`config.mk`:
```
export PLATFORM = sky130hd
export DESIGN_NAME = poly_voice_allocator_unit
export DESIGN_NICKNAME = d
export VERILOG_FILES = /design/src/rtl/poly_va_pkg.sv /design/src/rtl/poly_va_mem.sv /design/src/rtl/poly_va_seq.sv /design/src/rtl/poly_voice_allocator_unit.sv
export SDC_FILE = /design/constraint.sdc
export NUM_CORES = 1
export LEC_CHECK = 0
export BUFFER_PORTS_ARGS = -buffer_cell sky130_fd_sc_hd__buf_2
export CAP_MARGIN = 0
export CELL_PAD_IN_SITES_DETAIL_PLACEMENT = 1
export CELL_PAD_IN_SITES_GLOBAL_PLACEMENT = 1
export CORE_AREA = 5 5 282 284
export DETAILED_ROUTE_END_ITERATION = 12
export DIE_AREA = 0 0 287 289
export GPL_TIMING_DRIVEN = 0
export PLACE_DENSITY = 0.58
export SYNTH_ARGS = -nofsm -noshare
export SYNTH_HDL_FRONTEND = slang
export SYNTH_SLANG_ARGS = --single-unit
```
`constraint.sdc`:
```
create_clock -name i_clk -period 4.9 [get_ports i_clk]
set_input_delay 0.245 -clock i_clk [delete_from_list [all_inputs] [get_ports i_clk]]
set_output_delay 0.245 -clock i_clk [all_outputs]
set_load 0.02 [all_outputs]
```
`src/rtl/poly_va_pkg.sv`:
```
// ----------------------------------------------------------------------------
// poly_va_pkg
// Shared types, codes and constants for the polyphonic voice allocator.
// ----------------------------------------------------------------------------
package poly_va_pkg;

    localparam int DEF_VOICES = 8;

    localparam logic [6:0] CTL_ALL_SOUND_OFF = 7'd120;
    localparam logic [6:0] CTL_ALL_NOTES_OFF = 7'd123;
    localparam logic [6:0] NOTE_RESET        = 7'd60;
    localparam logic [6:0] VEL_ZERO          = 7'd0;

    typedef enum logic [1:0] {
        CMD_NOTE_ON  = 2'd0,
        CMD_NOTE_OFF = 2'd1,
        CMD_CTRL     = 2'd2,
        CMD_FINISHED = 2'd3
    } t_cmd;

    typedef enum logic [2:0] {
        ACT_IGNORE   = 3'd0,
        ACT_ASSIGN   = 3'd1,
        ACT_NOTE_REL = 3'd2,
        ACT_ALL_REL  = 3'd3,
        ACT_FREED    = 3'd4
    } t_action;

    typedef enum logic [2:0] {
        OP_IGNORE,
        OP_ASSIGN,
        OP_RELEASE,
        OP_ALL,
        OP_FINISH
    } t_op;

    typedef enum logic [1:0] {
        S_IDLE,
        S_SCAN,
        S_WRITE,
        S_RESP
    } t_state;

    // one voice table entry
    typedef struct packed {
        logic [6:0]  note;
        logic [6:0]  velocity;
        logic        gate;
        logic        active;
        logic [31:0] age;
    } t_entry;

    localparam t_entry ENTRY_RESET = '{
        note:     NOTE_RESET,
        velocity: VEL_ZERO,
        gate:     1'b0,
        active:   1'b0,
        age:      32'd0
    };

    // one result beat
    typedef struct packed {
        t_action     action;
        logic [2:0]  voice_slot;
        logic        stolen;
        logic [7:0]  release_mask;
        logic [3:0]  live_voices;
        logic [31:0] steal_total;
    } t_result;

endpackage

```
`src/rtl/poly_va_mem.sv`:
```
// ----------------------------------------------------------------------------
// poly_va_mem
// Voice table RAM: one write port, one registered read port, per-entry
// valid bits so unwritten voices read as their reset value.
// ----------------------------------------------------------------------------
module poly_va_mem #(
    parameter int VOICES = poly_va_pkg::DEF_VOICES,
    parameter int VW     = (VOICES > 1) ? $clog2(VOICES) : 1
) (
    input  logic                 i_clk,
    input  logic                 i_rst_n,
    input  logic                 i_rd_en,
    input  logic [VW-1:0]        i_rd_addr,
    input  logic                 i_wr_en,
    input  logic [VW-1:0]        i_wr_addr,
    input  poly_va_pkg::t_entry  i_wr_data,
    output poly_va_pkg::t_entry  o_rd_data
);
    import poly_va_pkg::*;

    t_entry              mem [VOICES];
    logic [VOICES-1:0]   r_valid;
    t_entry              r_rd;
    logic                r_rd_vld;
    logic                fwd;

    assign fwd = i_wr_en && (i_wr_addr == i_rd_addr);

    always_ff @(posedge i_clk) begin
        if (i_wr_en) begin
            mem[i_wr_addr] <= i_wr_data;
        end
        if (i_rd_en) begin
            r_rd <= fwd ? i_wr_data : mem[i_rd_addr];
        end
    end

    always_ff @(posedge i_clk) begin
        if (!i_rst_n) begin
            r_valid  <= '0;
            r_rd_vld <= 1'b0;
        end else begin
            if (i_wr_en) begin
                r_valid[i_wr_addr] <= 1'b1;
            end
            if (i_rd_en) begin
                r_rd_vld <= r_valid[i_rd_addr] || fwd;
            end
        end
    end

    assign o_rd_data = r_rd_vld ? r_rd : ENTRY_RESET;

endmodule

```
`src/rtl/poly_va_seq.sv`:
```
// ----------------------------------------------------------------------------
// poly_va_seq
// Event sequencer: decodes one event, scans the voice table through the
// RAM read port, writes back modified entries and builds the result.
// ----------------------------------------------------------------------------
module poly_va_seq #(
    parameter int VOICES = poly_va_pkg::DEF_VOICES,
    parameter int VW     = (VOICES > 1) ? $clog2(VOICES) : 1
) (
    input  logic                 i_clk,
    input  logic                 i_rst_n,
    input  logic                 i_start,
    input  logic [1:0]           i_command,
    input  logic [3:0]           i_channel,
    input  logic [6:0]           i_note,
    input  logic [6:0]           i_velocity,
    input  logic [6:0]           i_controller,
    input  logic [2:0]           i_voice_index,
    input  logic [3:0]           i_listen_ch,
    input  logic                 i_res_free,
    output logic                 o_busy,
    output logic                 o_done,
    output poly_va_pkg::t_result o_res,
    output logic                 o_rd_en,
    output logic [VW-1:0]        o_rd_addr,
    output logic                 o_wr_en,
    output logic [VW-1:0]        o_wr_addr,
    output poly_va_pkg::t_entry  o_wr_data,
    input  poly_va_pkg::t_entry  i_rd_data
);
    import poly_va_pkg::*;

    localparam int CW = $clog2(VOICES + 1);
    localparam logic [CW-1:0] CNT_VOICES = CW'(VOICES);

    t_state        r_state, n_state;
    t_op           r_op, start_op;
    logic [6:0]    r_key, r_vel;
    logic [CW-1:0] r_rd_cnt, r_end;
    logic          r_dv;
    logic [VW-1:0] r_d_idx;
    logic          r_found_free, r_found_off;
    logic [VW-1:0] r_free_idx, r_off_idx, r_best_idx, r_slot;
    logic [31:0]   r_best_age;
    logic [7:0]    r_mask;
    t_action       r_action;
    logic          r_stolen;
    logic [CW-1:0] r_act_cnt;
    logic [31:0]   r_stamp, r_steals;

    logic          issue, on_ch, fin_ok, steal;
    logic [VW-1:0] chosen;
    logic [CW+2:0] vidx_wide;
    logic [CW-1:0] vidx_cnt;
    logic [VW+2:0] slot_wide;
    logic [CW+3:0] cnt_wide;
    logic [7:0]    idx_bit;
    t_entry        e;

    assign e         = i_rd_data;
    assign on_ch     = (i_channel == i_listen_ch);
    assign fin_ok    = (int'(i_voice_index) < VOICES);
    assign vidx_wide = {{CW{1'b0}}, i_voice_index};
    assign vidx_cnt  = vidx_wide[CW-1:0];
    assign issue     = (r_state == S_SCAN) && (r_rd_cnt < r_end);
    assign steal     = !r_found_free && !r_found_off;
    assign chosen    = r_found_free ? r_free_idx : (r_found_off ? r_off_idx : r_best_idx);

    always_comb begin
        start_op = OP_IGNORE;
        case (t_cmd'(i_command))
            CMD_NOTE_ON: begin
                if (on_ch) start_op = (i_velocity != VEL_ZERO) ? OP_ASSIGN : OP_RELEASE;
            end
            CMD_NOTE_OFF: begin
                if (on_ch) start_op = OP_RELEASE;
            end
            CMD_CTRL: begin
                if (on_ch && (i_controller == CTL_ALL_SOUND_OFF ||
                              i_controller == CTL_ALL_NOTES_OFF)) start_op = OP_ALL;
            end
            CMD_FINISHED: begin
                if (fin_ok) start_op = OP_FINISH;
            end
            default: start_op = OP_IGNORE;
        endcase
    end

    // release-mask bit for the entry coming back from RAM (voices 0..7 only)
    always_comb begin
        idx_bit = '0;
        for (int b = 0; b < 8; b++) begin
            if (int'(r_d_idx) == b) idx_bit[b] = 1'b1;
        end
    end

    // next state and RAM control
    always_comb begin
        n_state   = r_state;
        o_done    = 1'b0;
        o_wr_en   = 1'b0;
        o_wr_addr = r_d_idx;
        o_wr_data = e;
        o_rd_en   = issue;
        o_rd_addr = r_rd_cnt[VW-1:0];
        case (r_state)
            S_IDLE: begin
                if (i_start) n_state = (start_op == OP_IGNORE) ? S_RESP : S_SCAN;
            end
            S_SCAN: begin
                if (r_dv) begin
                    case (r_op)
                        OP_RELEASE: begin
                            if (e.active && e.note == r_key && e.gate) begin
                                o_wr_en        = 1'b1;
                                o_wr_data.gate = 1'b0;
                            end
                        end
                        OP_ALL: begin
                            if (e.gate) begin
                                o_wr_en        = 1'b1;
                                o_wr_data.gate = 1'b0;
                            end
                        end
                        OP_FINISH: begin
                            if (e.active && !e.gate) begin
                                o_wr_en          = 1'b1;
                                o_wr_data.active = 1'b0;
                            end
                        end
                        default: o_wr_en = 1'b0;
                    endcase
                end
                if (!issue && !r_dv) n_state = (r_op == OP_ASSIGN) ? S_WRITE : S_RESP;
            end
            S_WRITE: begin
                o_wr_en   = 1'b1;
                o_wr_addr = chosen;
                o_wr_data = '{note: r_key, velocity: r_vel, gate: 1'b1,
                              active: 1'b1, age: r_stamp};
                n_state   = S_RESP;
            end
            S_RESP: begin
                if (i_res_free) begin
                    o_done  = 1'b1;
                    n_state = S_IDLE;
                end
            end
            default: n_state = S_IDLE;
        endcase
    end

    always_ff @(posedge i_clk) begin
        if (!i_rst_n) begin
            r_state   <= S_IDLE;
            r_dv      <= 1'b0;
            r_act_cnt <= '0;
            r_stamp   <= 32'd1;
            r_steals  <= '0;
        end else begin
            r_state <= n_state;
            r_dv    <= issue;
            if (r_state == S_SCAN && r_dv && r_op == OP_FINISH && e.active && !e.gate) begin
                r_act_cnt <= r_act_cnt - CW'(1);
            end
            if (r_state == S_WRITE) begin
                r_stamp <= r_stamp + 32'd1;
                if (r_found_free) r_act_cnt <= r_act_cnt + CW'(1);
                if (steal)        r_steals  <= r_steals + 32'd1;
            end
        end
    end

    // scan datapath
    always_ff @(posedge i_clk) begin
        if (r_state == S_IDLE && i_start) begin
            r_op         <= start_op;
            r_key        <= i_note;
            r_vel        <= i_velocity;
            r_rd_cnt     <= (start_op == OP_FINISH) ? vidx_cnt : '0;
            r_end        <= (start_op == OP_FINISH) ? vidx_cnt + CW'(1) : CNT_VOICES;
            r_found_free <= 1'b0;
            r_found_off  <= 1'b0;
            r_mask       <= '0;
            r_slot       <= '0;
            r_stolen     <= 1'b0;
            case (start_op)
                OP_ASSIGN:  r_action <= ACT_ASSIGN;
                OP_RELEASE: r_action <= ACT_NOTE_REL;
                OP_ALL:     r_action <= ACT_ALL_REL;
                default:    r_action <= ACT_IGNORE;
            endcase
        end
        if (issue) begin
            r_rd_cnt <= r_rd_cnt + CW'(1);
            r_d_idx  <= r_rd_cnt[VW-1:0];
        end
        if (r_state == S_SCAN && r_dv) begin
            case (r_op)
                OP_ASSIGN: begin
                    if (!e.active && !r_found_free) begin
                        r_found_free <= 1'b1;
                        r_free_idx   <= r_d_idx;
                    end
                    if (!e.gate && !r_found_off) begin
                        r_found_off <= 1'b1;
                        r_off_idx   <= r_d_idx;
                    end
                    // ascending scan with strict compare keeps lowest index on ties
                    if (r_d_idx == '0 || e.age < r_best_age) begin
                        r_best_idx <= r_d_idx;
                        r_best_age <= e.age;
                    end
                end
                OP_RELEASE: begin
                    if (e.active && e.note == r_key && e.gate) r_mask <= r_mask | idx_bit;
                end
                OP_ALL: begin
                    if (e.gate) r_mask <= r_mask | idx_bit;
                end
                OP_FINISH: begin
                    if (e.active && !e.gate) begin
                        r_action <= ACT_FREED;
                        r_slot   <= r_d_idx;
                    end
                end
                default: r_mask <= r_mask;
            endcase
        end
        if (r_state == S_WRITE) begin
            r_slot   <= chosen;
            r_stolen <= steal;
        end
    end

    assign slot_wide = {3'b000, r_slot};
    assign cnt_wide  = {4'b0000, r_act_cnt};
    assign o_busy    = (r_state != S_IDLE);

    assign o_res = '{
        action:       r_action,
        voice_slot:   slot_wide[2:0],
        stolen:       r_stolen,
        release_mask: r_mask,
        live_voices:  cnt_wide[3:0],
        steal_total:  r_steals
    };

    a_cnt_range: assert property (@(posedge i_clk) disable iff (!i_rst_n)
        r_act_cnt <= CNT_VOICES)
        else $error("active count beyond table size");

    a_wr_state: assert property (@(posedge i_clk) disable iff (!i_rst_n)
        o_wr_en |-> (r_state == S_SCAN || r_state == S_WRITE))
        else $error("table write outside scan or write state");

    a_done_free: assert property (@(posedge i_clk) disable iff (!i_rst_n)
        o_done |-> i_res_free)
        else $error("result issued while output register is held");

    a_write_once: assert property (@(posedge i_clk) disable iff (!i_rst_n)
        (r_state == S_WRITE) |=> (r_state == S_RESP))
        else $error("assign write not followed by result");

endmodule

```
`src/rtl/poly_voice_allocator_unit.sv`:
```
// ----------------------------------------------------------------------------
// poly_voice_allocator_unit
// Polyphonic voice allocator with oldest-voice stealing, table held in RAM.
// ----------------------------------------------------------------------------
// Usage:
//   Input channel: i_valid / o_stall, one event per beat (command, channel,
//   note, velocity, controller, voice_index). A beat is taken when i_valid
//   is high and o_stall is low. o_stall is high while an event is in work.
//   Output channel: o_valid / i_stall, exactly one result beat per event.
//   Config: i_cfg_we / i_cfg_data load listen_channel; write only when idle.
// Scan:
//   Note and controller events scan all VOICES entries through the single
//   registered RAM read port; a note-on then adds the write of the chosen
//   voice, and the unit passes through idle before the next accept. Voice
//   finished reads one entry, ignored events skip the scan.
// Reset:
//   Synchronous, active low. Voice valid bits clear at once, so every voice
//   reads as its reset value (note 60, all else zero); stamp restarts at 1.
// Stall:
//   A result waits in the output register; the next event is still taken
//   and worked, and its result holds in the sequencer until the slot frees.
// ----------------------------------------------------------------------------
module poly_voice_allocator_unit #(
    parameter int VOICES = poly_va_pkg::DEF_VOICES
) (
    input  logic        i_clk,
    input  logic        i_rst_n,
    input  logic        i_valid,
    output logic        o_stall,
    input  logic [1:0]  i_command,
    input  logic [3:0]  i_channel,
    input  logic [6:0]  i_note,
    input  logic [6:0]  i_velocity,
    input  logic [6:0]  i_controller,
    input  logic [2:0]  i_voice_index,
    output logic        o_valid,
    input  logic        i_stall,
    output logic [2:0]  o_action,
    output logic [2:0]  o_voice_slot,
    output logic        o_stolen,
    output logic [7:0]  o_release_mask,
    output logic [3:0]  o_live_voices,
    output logic [31:0] o_steal_total,
    input  logic        i_cfg_we,
    input  logic [3:0]  i_cfg_data
);
    import poly_va_pkg::*;

    localparam int VW = (VOICES > 1) ? $clog2(VOICES) : 1;

    logic [3:0]    r_listen;
    logic          r_out_valid;
    t_result       r_out;

    logic          start, busy, done, res_free;
    t_result       res;
    logic          rd_en, wr_en;
    logic [VW-1:0] rd_addr, wr_addr;
    t_entry        wr_data, rd_data;

    // event accepted only while the sequencer is idle
    assign o_stall  = busy;
    assign start    = i_valid && !busy;
    // output slot free when empty or being drained this cycle
    assign res_free = !r_out_valid || !i_stall;

    always_ff @(posedge i_clk) begin
        if (!i_rst_n) begin
            r_listen    <= '0;
            r_out_valid <= 1'b0;
        end else begin
            if (i_cfg_we) r_listen <= i_cfg_data;
            if (done) begin
                r_out_valid <= 1'b1;
            end else if (!i_stall) begin
                r_out_valid <= 1'b0;
            end
        end
    end

    always_ff @(posedge i_clk) begin
        if (done) r_out <= res;
    end

    poly_va_seq #(
        .VOICES (VOICES),
        .VW     (VW)
    ) u_seq (
        .i_clk         (i_clk),
        .i_rst_n       (i_rst_n),
        .i_start       (start),
        .i_command     (i_command),
        .i_channel     (i_channel),
        .i_note        (i_note),
        .i_velocity    (i_velocity),
        .i_controller  (i_controller),
        .i_voice_index (i_voice_index),
        .i_listen_ch   (r_listen),
        .i_res_free    (res_free),
        .o_busy        (busy),
        .o_done        (done),
        .o_res         (res),
        .o_rd_en       (rd_en),
        .o_rd_addr     (rd_addr),
        .o_wr_en       (wr_en),
        .o_wr_addr     (wr_addr),
        .o_wr_data     (wr_data),
        .i_rd_data     (rd_data)
    );

    poly_va_mem #(
        .VOICES (VOICES),
        .VW     (VW)
    ) u_mem (
        .i_clk     (i_clk),
        .i_rst_n   (i_rst_n),
        .i_rd_en   (rd_en),
        .i_rd_addr (rd_addr),
        .i_wr_en   (wr_en),
        .i_wr_addr (wr_addr),
        .i_wr_data (wr_data),
        .o_rd_data (rd_data)
    );

    assign o_valid        = r_out_valid;
    assign o_action       = r_out.action;
    assign o_voice_slot   = r_out.voice_slot;
    assign o_stolen       = r_out.stolen;
    assign o_release_mask = r_out.release_mask;
    assign o_live_voices  = r_out.live_voices;
    assign o_steal_total  = r_out.steal_total;

endmodule

```
# After elaboration in Yosys (flattened, before gate mapping)
# Memory sizes are Yosys's and may differ from the RTL's. A register that Yosys moved wholly into a read port is not among the register bits.
# Cells that the tools add are included.
[word_totals]
mem_bits_rw = 384
reg_bits = 222
word_cells = 199
n_memories = 1
[memory_table]
columns = ["name", "words", "word_bits", "read_ports", "rd_clocked_by_memory_dff", "write_ports", "line", "source"]
rows = [
  ["u_mem.mem", 8, 48, 1, 1, 1, "poly_va_mem.sv:21", "t_entry mem [VOICES];"],
]
[classes]
mux = 78
order_cmp = 5
n_addsub = 6
bitwise_logic = 2
eq_ne = 31
n_reduce_logical = 45
[op_table]
columns = ["cell", "count"]
rows = [
  ["adder 32 x 1 -> 32 bit, second input constant", 2],
  ["2-to-1 mux 48 bit", 1],
  ["2-to-1 mux 3 bit", 14],
  ["2-to-1 mux 1 bit", 34],
  ["less-than comparator 32 bit", 1],
  ["2-to-1 mux 32 bit", 1],
  ["2-to-1 mux 8 bit", 4],
  ["case mux 8 bit (3 select lines)", 1],
  ["2-to-1 mux 4 bit", 5],
  ["equality test 3 x 2 -> 1 bit, second input constant", 6],
  ["equality test 3 bit, second input constant", 6],
  ["logical AND 1 bit", 17],
  ["2-to-1 mux 2 bit", 8],
  ["bitwise OR 8 bit", 2],
  ["equality test 7 bit, second input constant", 2],
  ["2-to-1 mux 14 bit", 1],
  ["case mux 3 bit (4 select lines)", 1],
  ["AND reduction 3 bit", 4],
  ["equality test 3 x 1 -> 1 bit, second input constant", 3],
  ["logical NOT 1 bit", 9],
  ["logical NOT 3 bit", 3],
  ["adder 4 x 1 -> 4 bit, second input constant", 2],
  ["equality test 2 bit, second input constant", 4],
  ["less-than comparator 3 x 4 -> 1 bit, second input constant", 2],
  ["24 further kinds", 34],
]

# Logic depth before layout (Yosys ltp)
# Gate-level depths: netlist of run 1.
[depth]
depth_word = 11
ltp_mapped = 12
ltp_nobuf = 9

# Modules after synthesis
# Synthesis of run 1 repeated with hierarchy kept, for this count alone.
[hier_totals]
cells_unflattened = 1605
area_unflattened_um2 = 27038.4
[by_module_without_submodules]
columns = ["mod", "area_each_um2", "cells_each", "n_inst"]
rows = [
  ["poly_va_mem", 17131.4, 750, 1],
  ["poly_va_seq", 8177.8, 786, 1],
  ["poly_voice_allocator_unit", 1729.2, 69, 1],
]

# Worst setup path after synthesis of run 1
# Ideal clock, no wire load.
[synth_timing]
path_type = "reg-to-reg"
from = "register u_seq.r_state[1]"
to = "register r_out (netlist bit o_action[0]) (enable)"
path_stages_with_launch = 3
setup_time_ns = 0.537
path_buffers = 0
required_ns = 4.363
slack_ns = 0.062
arrival_ns = 4.301
synth_period_minus_slack_ns = 4.838
cell_sequence = "dfxtp_1 > ha_1 > a21boi_0"
[synth_between]
elab_chain_len = 2
[synth_lines]
columns = ["element", "line", "source"]
rows = [
  ["from (decl)", "poly_va_seq.sv:36", "t_state r_state, n_state;"],
  ["from (signal assigned)", "poly_va_seq.sv:161", "r_state <= n_state;"],
  ["equality test 2 bit", "poly_va_seq.sv:106", "case (r_state)"],
  ["2-to-1 mux 1 bit", "poly_va_seq.sv:106", ""],
  ["net done", "poly_voice_allocator_unit.sv:55", "logic start, busy, done, res_free;"],
  ["to (signal assigned)", "poly_voice_allocator_unit.sv:82", "if (done) r_out <= res;"],
  ["to (decl)", "poly_voice_allocator_unit.sv:53", "t_result r_out;"],
]
# The timed path passes the listed nets, and every way through them passes these cells.
# A chain may end at the register's enable or synchronous reset.

# Final worst setup path of run 1
[layout_timing]
from = "register u_seq.r_state[0]"
to = "memory u_mem.mem[0][7] (netlist bit) (enable)"
[layout_between]
elab_chain_len = 4
[layout_lines]
columns = ["element", "line", "source"]
rows = [
  ["equality test 2 bit or equality test 2 x 1 -> 1 bit (tied branches)", "poly_va_seq.sv:106", ""],
  ["case mux 1 bit (2 select lines)", "poly_va_seq.sv:106", ""],
  ["2-to-1 mux 1 bit", "poly_va_mem.sv:30", "if (i_wr_en) begin"],
  ["2-to-1 mux 1 bit (implied by the code)", "poly_va_mem.sv:31", "mem[i_wr_addr] <= i_wr_data;"],
  ["to (decl)", "poly_va_mem.sv:21", ""],
]
# Parallel ways exist; a longest one is shown, timed or not.

==> summary.md, run 1 <==
| Metric | Value |
|---|---|
| Detail-routed net length per standard cell | roughly 21 um |
| # setup viols final | 0 |
| Worst-case clock skew | approximately 0.02 ns |
| Post-Layout Cell Count | just under 3,000 |
| Reg2Reg Depth | 10 |
| Hold Path Sink | r_listen[3] |
| Switching power as a share of total power | between 20% and 30% |
| Data arrival at the endpoint of the critical path | about 5.0 ns |
| Static leakage | 9.99 nW |
| Remaining antenna violation count after routing | 0 |
| Total Die Area | 82,900 um2 |
| Worst hold start | i_cfg_we |
| Sort of element at the start of the critical path | flip-flop |
| Setup crit start | u_seq.r_state[0] |
| Number of enable-type register cells in the synthesized netlist | about 490 |
| Vias after detailed routing | between 10,000 and 15,000 |
| Total routing usage reported by global routing | 14.6% |
| FP Rows | between 100 and 150 |
| Die Y-Extent | about 290 um |
| Clock period minus worst slack | 4.65 ns |
| Reg-to-reg critical path startpoint | u_seq.r_state[0] |
| Pin count of the biggest net entering global routing | 34 |
| Average cell area after synthesis | between 15 and 20 um2 |
| Total power density per cell area | 504 nW/um2 |
| Final hold slack | roughly 0.034 ns |
| Clock insertion delay at the later pin of the skew report | between 0.6 and 0.7 ns |
| Worst slack after detailed placement | -0.163 ns |
| Routed via count divided by cell count | between 4 and 5 |
| Maximum clock frequency | 0.215 GHz |
| Area Overhead vs Synth | 18.6% |
| DRC violation count after routing | 0 |
| DP Cell Count | about 2,800 |
| IO buf count | 90 |
| Ports placed on the boundary | 92 |
| Total number of H-tree levels | 2 |
| Synthesized netlist net count | approximately 1,700 |
| Worst-case register-to-register setup slack | 0.25 ns |
| Detailed-router iteration count before antenna repair | 5 |
| Final estimated routing congestion in global placement | between 0.7 and 0.8 |
| Total internal power | between 10 and 15 mW |
| X dimension of the die | around 290 um |
| Total overflow reported by the global router | 0 |
| Total of fill cells in the finished design | about 8,000 |
| Unrepaired setup endpoints after global routing | false |
| Final Worst Setup Slack | 0.253 ns |
| Routed Wire Length | just over 60,000 um |
| CTS Buffer Depth | 3 |
| CTS tree | built |
| Proportion of power drawn by the clock network | around a third |
| Tightest Hold Check Type | input port to flip-flop |
| Distinct cells, synth | between 60 and 70 |
| HPWL reported at the end of detailed placement | roughly 42,000 um |
| Mapped Cells | between 1,500 and 2,000 |
| Endpoint of the most critical register-to-register path | u_mem.mem[0][7] |
| Share of the clock period used by the worst path | ~95% |
| Relative slew margins | under 10% |
| Maximum vdd ir drop | ~250 uV |
| Synthesis warning total | 0 |
| Switch Pwr | 4.31 mW |
| Number of storage elements in the synthesis netlist | 584 |
| Effective utilization at floorplan | 31.7% |
| Number of global-route vias before repair | ~15,000 |
| Global-route wire length before repair | ~93,000 um |
| CTS buffer count | just under 60 |
| Required time at the worst-slack endpoint | roughly 5.2 ns |
| Number of clock sinks | about 580 |
| Sequential group share of total power | between 40% and 50% |
| Placeable core area | between 70,000 and 80,000 um2 |
| Main flop type after synthesis | sky130_fd_sc_hd__edfxtp_1 |
| Maximum fanout along the worst path | 15 |
| Fraction of registers with async set/reset | 0% |
| Final slew viol count | 0 |
| Number of failing hold endpoints at the final stage | 0 |
| Max_cap viols | 0 |
| Iteration-0 DRC Markers | between 800 and 900 |
| Sequential area share after synthesis | about two thirds |
| Pin slew with the least headroom to its limit | about 1.4 ns |
| Element type at the critical path end | flip-flop |
| Clock transition at the registers of the reported paths | 0.06 ns |
| CTS Root Buffer Type | sky130_fd_sc_hd__clkbuf_16 |
| Share of cells above drive strength 1 | a little over a fifth |
| Result of the run | finished clean |
| Worst hold path depth | 3 |
| Post-Syn Area | roughly 24,000 um2 |
| Antenna violations before repair | 1 |
| Combinational share of power | about 25% |
| Kind of critical path | flip-flop to flip-flop |
| Layout Nets | between 1,500 and 2,000 |
[synth_stat cells, types with 2 or more instances]
cell type                     n  area [um2]
sky130_fd_sc_hd__a211oi_1     4        30.0
sky130_fd_sc_hd__a21boi_0     4        30.0
sky130_fd_sc_hd__a21o_1       9        67.6
sky130_fd_sc_hd__a21oi_1     47         235
sky130_fd_sc_hd__a22o_1       2        17.5
sky130_fd_sc_hd__a22oi_1      2        15.0
sky130_fd_sc_hd__a31o_2       2        17.5
sky130_fd_sc_hd__a31oi_1     12        75.1
sky130_fd_sc_hd__a32o_1       4        40.0
sky130_fd_sc_hd__a32oi_1      2        17.5
sky130_fd_sc_hd__and2_1      12        75.1
sky130_fd_sc_hd__and3_1      13        81.3
sky130_fd_sc_hd__and4_1       6        52.6
sky130_fd_sc_hd__buf_1       10        37.5
sky130_fd_sc_hd__buf_6        4        45.0
sky130_fd_sc_hd__clkbuf_1    51         191
sky130_fd_sc_hd__dfxtp_1     93        1860
sky130_fd_sc_hd__edfxtp_1   491       14700
sky130_fd_sc_hd__ha_1        45         563
sky130_fd_sc_hd__inv_1       90         338
sky130_fd_sc_hd__mux2_2      82         923
sky130_fd_sc_hd__mux2i_1     12         120
sky130_fd_sc_hd__mux4_2      84        1890
sky130_fd_sc_hd__nand2_1    144         541
sky130_fd_sc_hd__nand2b_1    15        93.8
sky130_fd_sc_hd__nand3_1     31         155
sky130_fd_sc_hd__nand4_1     24         150
sky130_fd_sc_hd__nand4b_1     4        35.0
sky130_fd_sc_hd__nor2_1      81         304
sky130_fd_sc_hd__nor2b_1      9        56.3
sky130_fd_sc_hd__nor3_1      14        70.1
sky130_fd_sc_hd__nor3b_1      2        15.0
sky130_fd_sc_hd__nor4_1       6        37.5
sky130_fd_sc_hd__o2111ai_1    3        26.3
sky130_fd_sc_hd__o211a_1      3        30.0
sky130_fd_sc_hd__o211ai_1     3        22.5
sky130_fd_sc_hd__o21a_1       5        37.5
sky130_fd_sc_hd__o21ai_0     71         355
sky130_fd_sc_hd__o22a_1       2        17.5
sky130_fd_sc_hd__o22ai_1      4        25.0
sky130_fd_sc_hd__o31ai_1      2        15.0
sky130_fd_sc_hd__or3_1       16         100
sky130_fd_sc_hd__xnor2_1     28         245
sky130_fd_sc_hd__xor2_1      38         333
[worst max path at each step]
| stage | end | depth (start not counted) |
|---|---|---|
| finish | u_mem.mem[0][7] | 10 |
| global placement | u_mem.mem[2][10] | 8 |
| detailed placement | u_mem.mem[2][10] | 10 |
| global route | u_mem.mem[0][7] | 10 |
| floorplan | o_action[0] | 2 |
| CTS | u_seq.r_best_age[13] | 13 |
[stage by stage]
stage / setup TNS [ns] / instance area, um2 / total power, mW / utilization (%)
4_1_cts: 0 / 28900 / 14.8 / 37.6
6_report: 0 / 28900 / 14.6 / 37.6
5_1_grt: 0 / 28900 / 15.3 / 37.6
3_3_place_gp: -1175.30 / 26100 / 9.91 / 34.0
2_1_floorplan: 0 / 24400 / 8.77 / -
3_5_place_dp: -8.06 / 26700 / 10.1 / 34.7
[flip-flops by register name (all words and copies together) (netlist names), 8 cells and up]
register / cells
o_release_mask: 8
u_seq.r_steals: 32
o_steal_total: 32
u_mem.mem: 328
u_mem.r_rd: 41
u_seq.r_stamp: 32
u_seq.r_best_age: 32
u_seq.r_mask: 8
u_mem.r_valid: 8
[worst max-delay path: stages (launching register included)]
cell,delay (ns)
sky130_fd_sc_hd__dfxtp_1,0.35
sky130_fd_sc_hd__inv_1,0.13
sky130_fd_sc_hd__ha_1,0.25
sky130_fd_sc_hd__clkbuf_1,0.57
sky130_fd_sc_hd__clkbuf_1,0.60
sky130_fd_sc_hd__clkbuf_2,0.42
sky130_fd_sc_hd__clkbuf_1,0.52
sky130_fd_sc_hd__nand2_1,0.45
sky130_fd_sc_hd__a21oi_4,0.59
sky130_fd_sc_hd__buf_12,0.26
sky130_fd_sc_hd__buf_16,0.17
[power groups by stage]
| stage | clock network (mW) | logic [mW] | registers (mW) |
|---|---|---|---|
| after floorplan | 0 | 2.36 | 6.41 |
| after global placement | 0 | 3.46 | 6.44 |
| after detailed placement | 0 | 3.68 | 6.40 |
| after CTS | 4.76 | 3.72 | 6.30 |
| after global routing | 4.98 | 3.96 | 6.33 |
| final | 4.63 | 3.63 | 6.30 |
[layout make-up]
class	instances	area [um2]	share of cell area, %
multi-input combinational	868	7210	25.0
tap	1040	1300	4.51
antenna	1	2.50	0.00867
clock inverter	46	478	1.66
inverter	91	343	1.19
timing repair buffer	131	1120	3.89
sequential	584	16600	57.5
clock buffer	63	1520	5.27
buffer	66	288	0.996
[cell usage in the layout (no fill, tap or decap), types with 48 or more instances in the layout]
cell / count
sky130_fd_sc_hd__edfxtp_1: 491
sky130_fd_sc_hd__buf_2: 90
sky130_fd_sc_hd__nand2_1: 144
sky130_fd_sc_hd__inv_1: 90
sky130_fd_sc_hd__clkbuf_16: 60
sky130_fd_sc_hd__nor2_1: 81
sky130_fd_sc_hd__mux4_2: 84
sky130_fd_sc_hd__mux2_2: 82
sky130_fd_sc_hd__clkbuf_1: 48
sky130_fd_sc_hd__o21ai_0: 71
sky130_fd_sc_hd__dfxtp_1: 93
[timing repair]
| action | in CTS | in global routing |
|---|---|---|
| hold buffers | 19 | 0 |
| endpoints found under the hold margin | 22 | 0 |
| resized for setup | 2 | 8 |
| endpoints found under the setup margin | 77 | 29 |
| buffers inserted | 2 | 0 |
| pin swaps | 2 | 0 |
[layer usage]
metal	wire, um	GRT usage (%)
met2	31000	25.9
met3	2530	2.52
met5	0	0
met4	1230	3.35
met1	26700	18.8
[kinds of logic (layout without fill, tap and decap cells)]
logic type / count (synthesis) / in the layout / synth area share (%)
buf+inv: 157 / 397 / 2.56
mux: 180 / 180 / 12.2
xor+xnor: 66 / 66 / 2.37
fa+ha+maj: 45 / 45 / 2.31
other cells: 0 / 1 / 0
simple gates: 382 / 382 / 7.46
flops: 584 / 584 / 68.2
compound gates: 195 / 195 / 4.96
(Power assumes the default switching activity.)
==> run 2, diff against run 1 <==
Settings changed: PLACE_DENSITY 0.58 to 0.63, REMOVE_ABC_BUFFERS from default to 1, TNS_END_PERCENT from default to 50.
==> run 2 against run 1 <==
Critical endpoint is now u_mem.mem[5][6]. Total power increased by 0.12%. Flip-flop and latch count unchanged. Critical path depth decreased by 2. Highest routed layer unchanged. Count of clock-buffer cells in the layout increased by 15. Worst hold slack improved by 0.0068 ns. Setup slack improved by 0.23 ns. Via count decreased by 1.8%. Clock power decreased by 4%. Sequential share of layout area decreased by 0.45 points. Global-route usage decreased by 0.72 points. Sequential power increased by 2%.
==> summary.md, run 2 (synthesis results as in run 1) <==
| Metric | Value |
|---|---|
| Result of the run | finished clean |
| Global-route wire length before repair | 90,300 um (-3.2%) |
| Die Y-Extent | 289 um (unchanged) |
| Effective utilization at floorplan | 31.7% (unchanged) |
| Detail-routed net length per standard cell | 20.2 um (-4.7%) |
| Total number of H-tree levels | 2 (unchanged) |
| X dimension of the die | 287 um (unchanged) |
| Sort of element at the start of the critical path | flip-flop |
| Routed Wire Length | 57,700 um (-6.0%) |
| Post-CTS Setup Bufs | 0 (-2) |
| IO buf count | 91 (+1.1%) |
| Worst hold start | i_command[0] |
| Pin count of the biggest net entering global routing | 75 (+120%) |
| Layout Nets | 1,843 (-2.2%) |
| Share of cells above drive strength 1 | 22.5% (+0.68 points) |
| Antenna violations before repair | 0 (-1) |
| Leading cell type in the layout, fill and taps excluded | sky130_fd_sc_hd__edfxtp_1 |
| Clock insertion delay at the later pin of the skew report | 0.61 ns (about the same) |
| Relative slew margins | 32.8% (+26 points) |
| Clock period minus worst slack | 4.41 ns (-0.235 ns) |
| Vias after detailed routing | 13,900 (-1.8%) |
| Total of fill cells in the finished design | 7,936 (-0.45%) |
| Reg-to-reg critical path startpoint | u_mem.r_rd_vld |
| Leading cell types in the layout, fill and taps excluded | sky130_fd_sc_hd__edfxtp_1, sky130_fd_sc_hd__nand2_1, sky130_fd_sc_hd__dfxtp_1 |
| Data arrival at the endpoint of the critical path | 4.72 ns (-0.25 ns) |
| Antenna fix cells | 0 (-1) |
| HPWL reported at the end of detailed placement | 39,700 um (-6.3%) |
| Maximum fanout along the worst path | 18 (+3) |
| Total overflow reported by the global router | 0 (unchanged) |
| Setup crit start | u_mem.r_rd_vld |
| Footprint of the multi-input gates | 7230 um2 (+0.26%) |
| Pin slew with the least headroom to its limit | 0.997 ns (-0.386 ns) |
| Required time at the worst-slack endpoint | 5.21 ns (about the same) |
| Ports placed on the boundary | 92 (unchanged) |
| Max_cap viols | 0 (unchanged) |
| Post-route setup TNS | 0 ns (unchanged) |
| DP Cell Count | 2,718 (-1.5%) |
| Maximum vdd ir drop | 291 uV (+15%) |
| Total routing usage reported by global routing | 13.9% (-0.72 points) |
| Clock transition at the registers of the reported paths | 0.06 ns (about the same) |
| Final slew viol count | 0 (unchanged) |
| Placeable core area | 76,800 um2 (unchanged) |
| CTS tree | built |
| Routed via count divided by cell count | 4.88 (-0.49%) |
| Remaining antenna violation count after routing | 0 (unchanged) |
| # setup viols final | 0 (unchanged) |
| Kind of critical path | flip-flop to flip-flop |
| Total Die Area | 82,900 um2 (unchanged) |
| Final hold slack | 0.0407 ns (+0.00682 ns) |
| Worst-case clock skew | 0.0156 ns (-0.00487 ns) |
| Iteration-0 DRC Markers | 870 (+0.46%) |
| Area Overhead vs Synth | 19.5% |
| Number of failing hold endpoints at the final stage | 0 (unchanged) |
| Detailed-router iteration count before antenna repair | 5 (unchanged) |
| Number of clock sinks | 584 (unchanged) |
| Post-Layout Cell Count | 2,851 (-1.3%) |
| Total power density per cell area | 501 nW/um2 (-0.66%) |
| Number of flip-flops in the largest register | 328 (unchanged) |
| Leading registers by flop count | u_mem.mem: 328 flops, u_mem.r_rd: 41 flops |
| Area of all sequential standard cells | 16,600 um2 (about the same) |
| Unrepaired setup endpoints after global routing | false |
| Number of global-route vias before repair | 15,200 (+0.92%) |
| Maximum clock frequency | 0.227 GHz (+5.3%) |
| FP Rows | 102 (unchanged) |
| CTS Buffer Depth | 3 (unchanged) |
| CTS buffer count | 60 (+3.4%) |
| Overall power after layout | 14.6 mW (+0.12%) |
| Final estimated routing congestion in global placement | 0.788 (-0.24%) |
| Element type at the critical path end | flip-flop |
| Tightest Hold Check Type | input port to flip-flop |
| Static leakage | 10.1 nW (+1.2%) |
| CTS Root Buffer Type | sky130_fd_sc_hd__clkbuf_16 |
| Largest register by flop count | u_mem.mem |
| Share of the clock period used by the worst path | 90.0% (-4.8 points) |
| DRC violation count after routing | 0 (unchanged) |
-- run 2: cell types whose count changed in the layout (fill, tap and decap cells not counted), moves of 3 or more --
cell | previous run | this run
sky130_fd_sc_hd__buf_12 | 11 | 14
sky130_fd_sc_hd__clkinv_1 | 9 | 17
sky130_fd_sc_hd__buf_1 | 10 | 0
sky130_fd_sc_hd__clkbuf_2 | 5 | 0
sky130_fd_sc_hd__clkbuf_8 | 1 | 5
sky130_fd_sc_hd__clkbuf_1 | 48 | 12
sky130_fd_sc_hd__buf_16 | 9 | 27
sky130_fd_sc_hd__buf_6 | 4 | 0
sky130_fd_sc_hd__bufinv_16 | 8 | 4
sky130_fd_sc_hd__clkinvlp_4 | 10 | 2
-- run 2: final timing paths --
path	to	slack [ns]	cells after the start
worst max-delay path	u_mem.mem[5][6]	0.49	8
worst min-delay path	u_seq.r_end[1]	0.04	2
worst max register to register	u_mem.mem[5][6]	0.49	8
worst min register to register	o_stolen	0.42	0
-- run 2: layout make-up --
cell class                 count  share of cell area (%)
multi-input combinational    868                    24.9
sequential                   584                    57.1
clock buffer                  78                    5.64
inverter                      91                    1.18
clock inverter                36                   0.946
timing repair buffer         154                    5.86
tap                         1040                    4.47
-- run 2: stage by stage --
step,util [%],area (um2),worst slack [ns]
after global placement,33.6,25800,-5.68
after CTS,37.9,29100,0.514
after detailed placement,35.1,27000,0.516
after global routing,37.9,29100,0.356
final,37.9,29100,0.488
after floorplan,-,24100,-1.95
-- run 2: worst max-delay path: stages, from the launching register on --
cell and delay (ns):
sky130_fd_sc_hd__dfxtp_2 0.64, sky130_fd_sc_hd__nand2_1 0.27, sky130_fd_sc_hd__or3_1 0.50, sky130_fd_sc_hd__a2111oi_0 0.79
sky130_fd_sc_hd__nor2_1 0.20, sky130_fd_sc_hd__o22ai_1 0.63, sky130_fd_sc_hd__nor2b_4 0.58, sky130_fd_sc_hd__buf_12 0.25
sky130_fd_sc_hd__buf_12 0.19
-- run 2: metal layers --
metal / routed length, um / global-route usage (%) / up-vias
met4: 1350 / 3.94 / 0
li1: - / - / 6396
met5: 0 / 0 / -
met1: 26000 / 18.4 / 7180
met2: 27800 / 23.6 / 260
met3: 2570 / 2.43 / 88
-- run 2: power breakdown --
group,switching (mW),internal (mW)
clock network,1.88,2.56
logic,1.98,1.75
registers,0.281,6.12
-- run 2: what timing repair did --
item	in CTS	in global routing
gates resized for setup	0	0
hold buffers	19	0
endpoints found under the hold margin	18	0
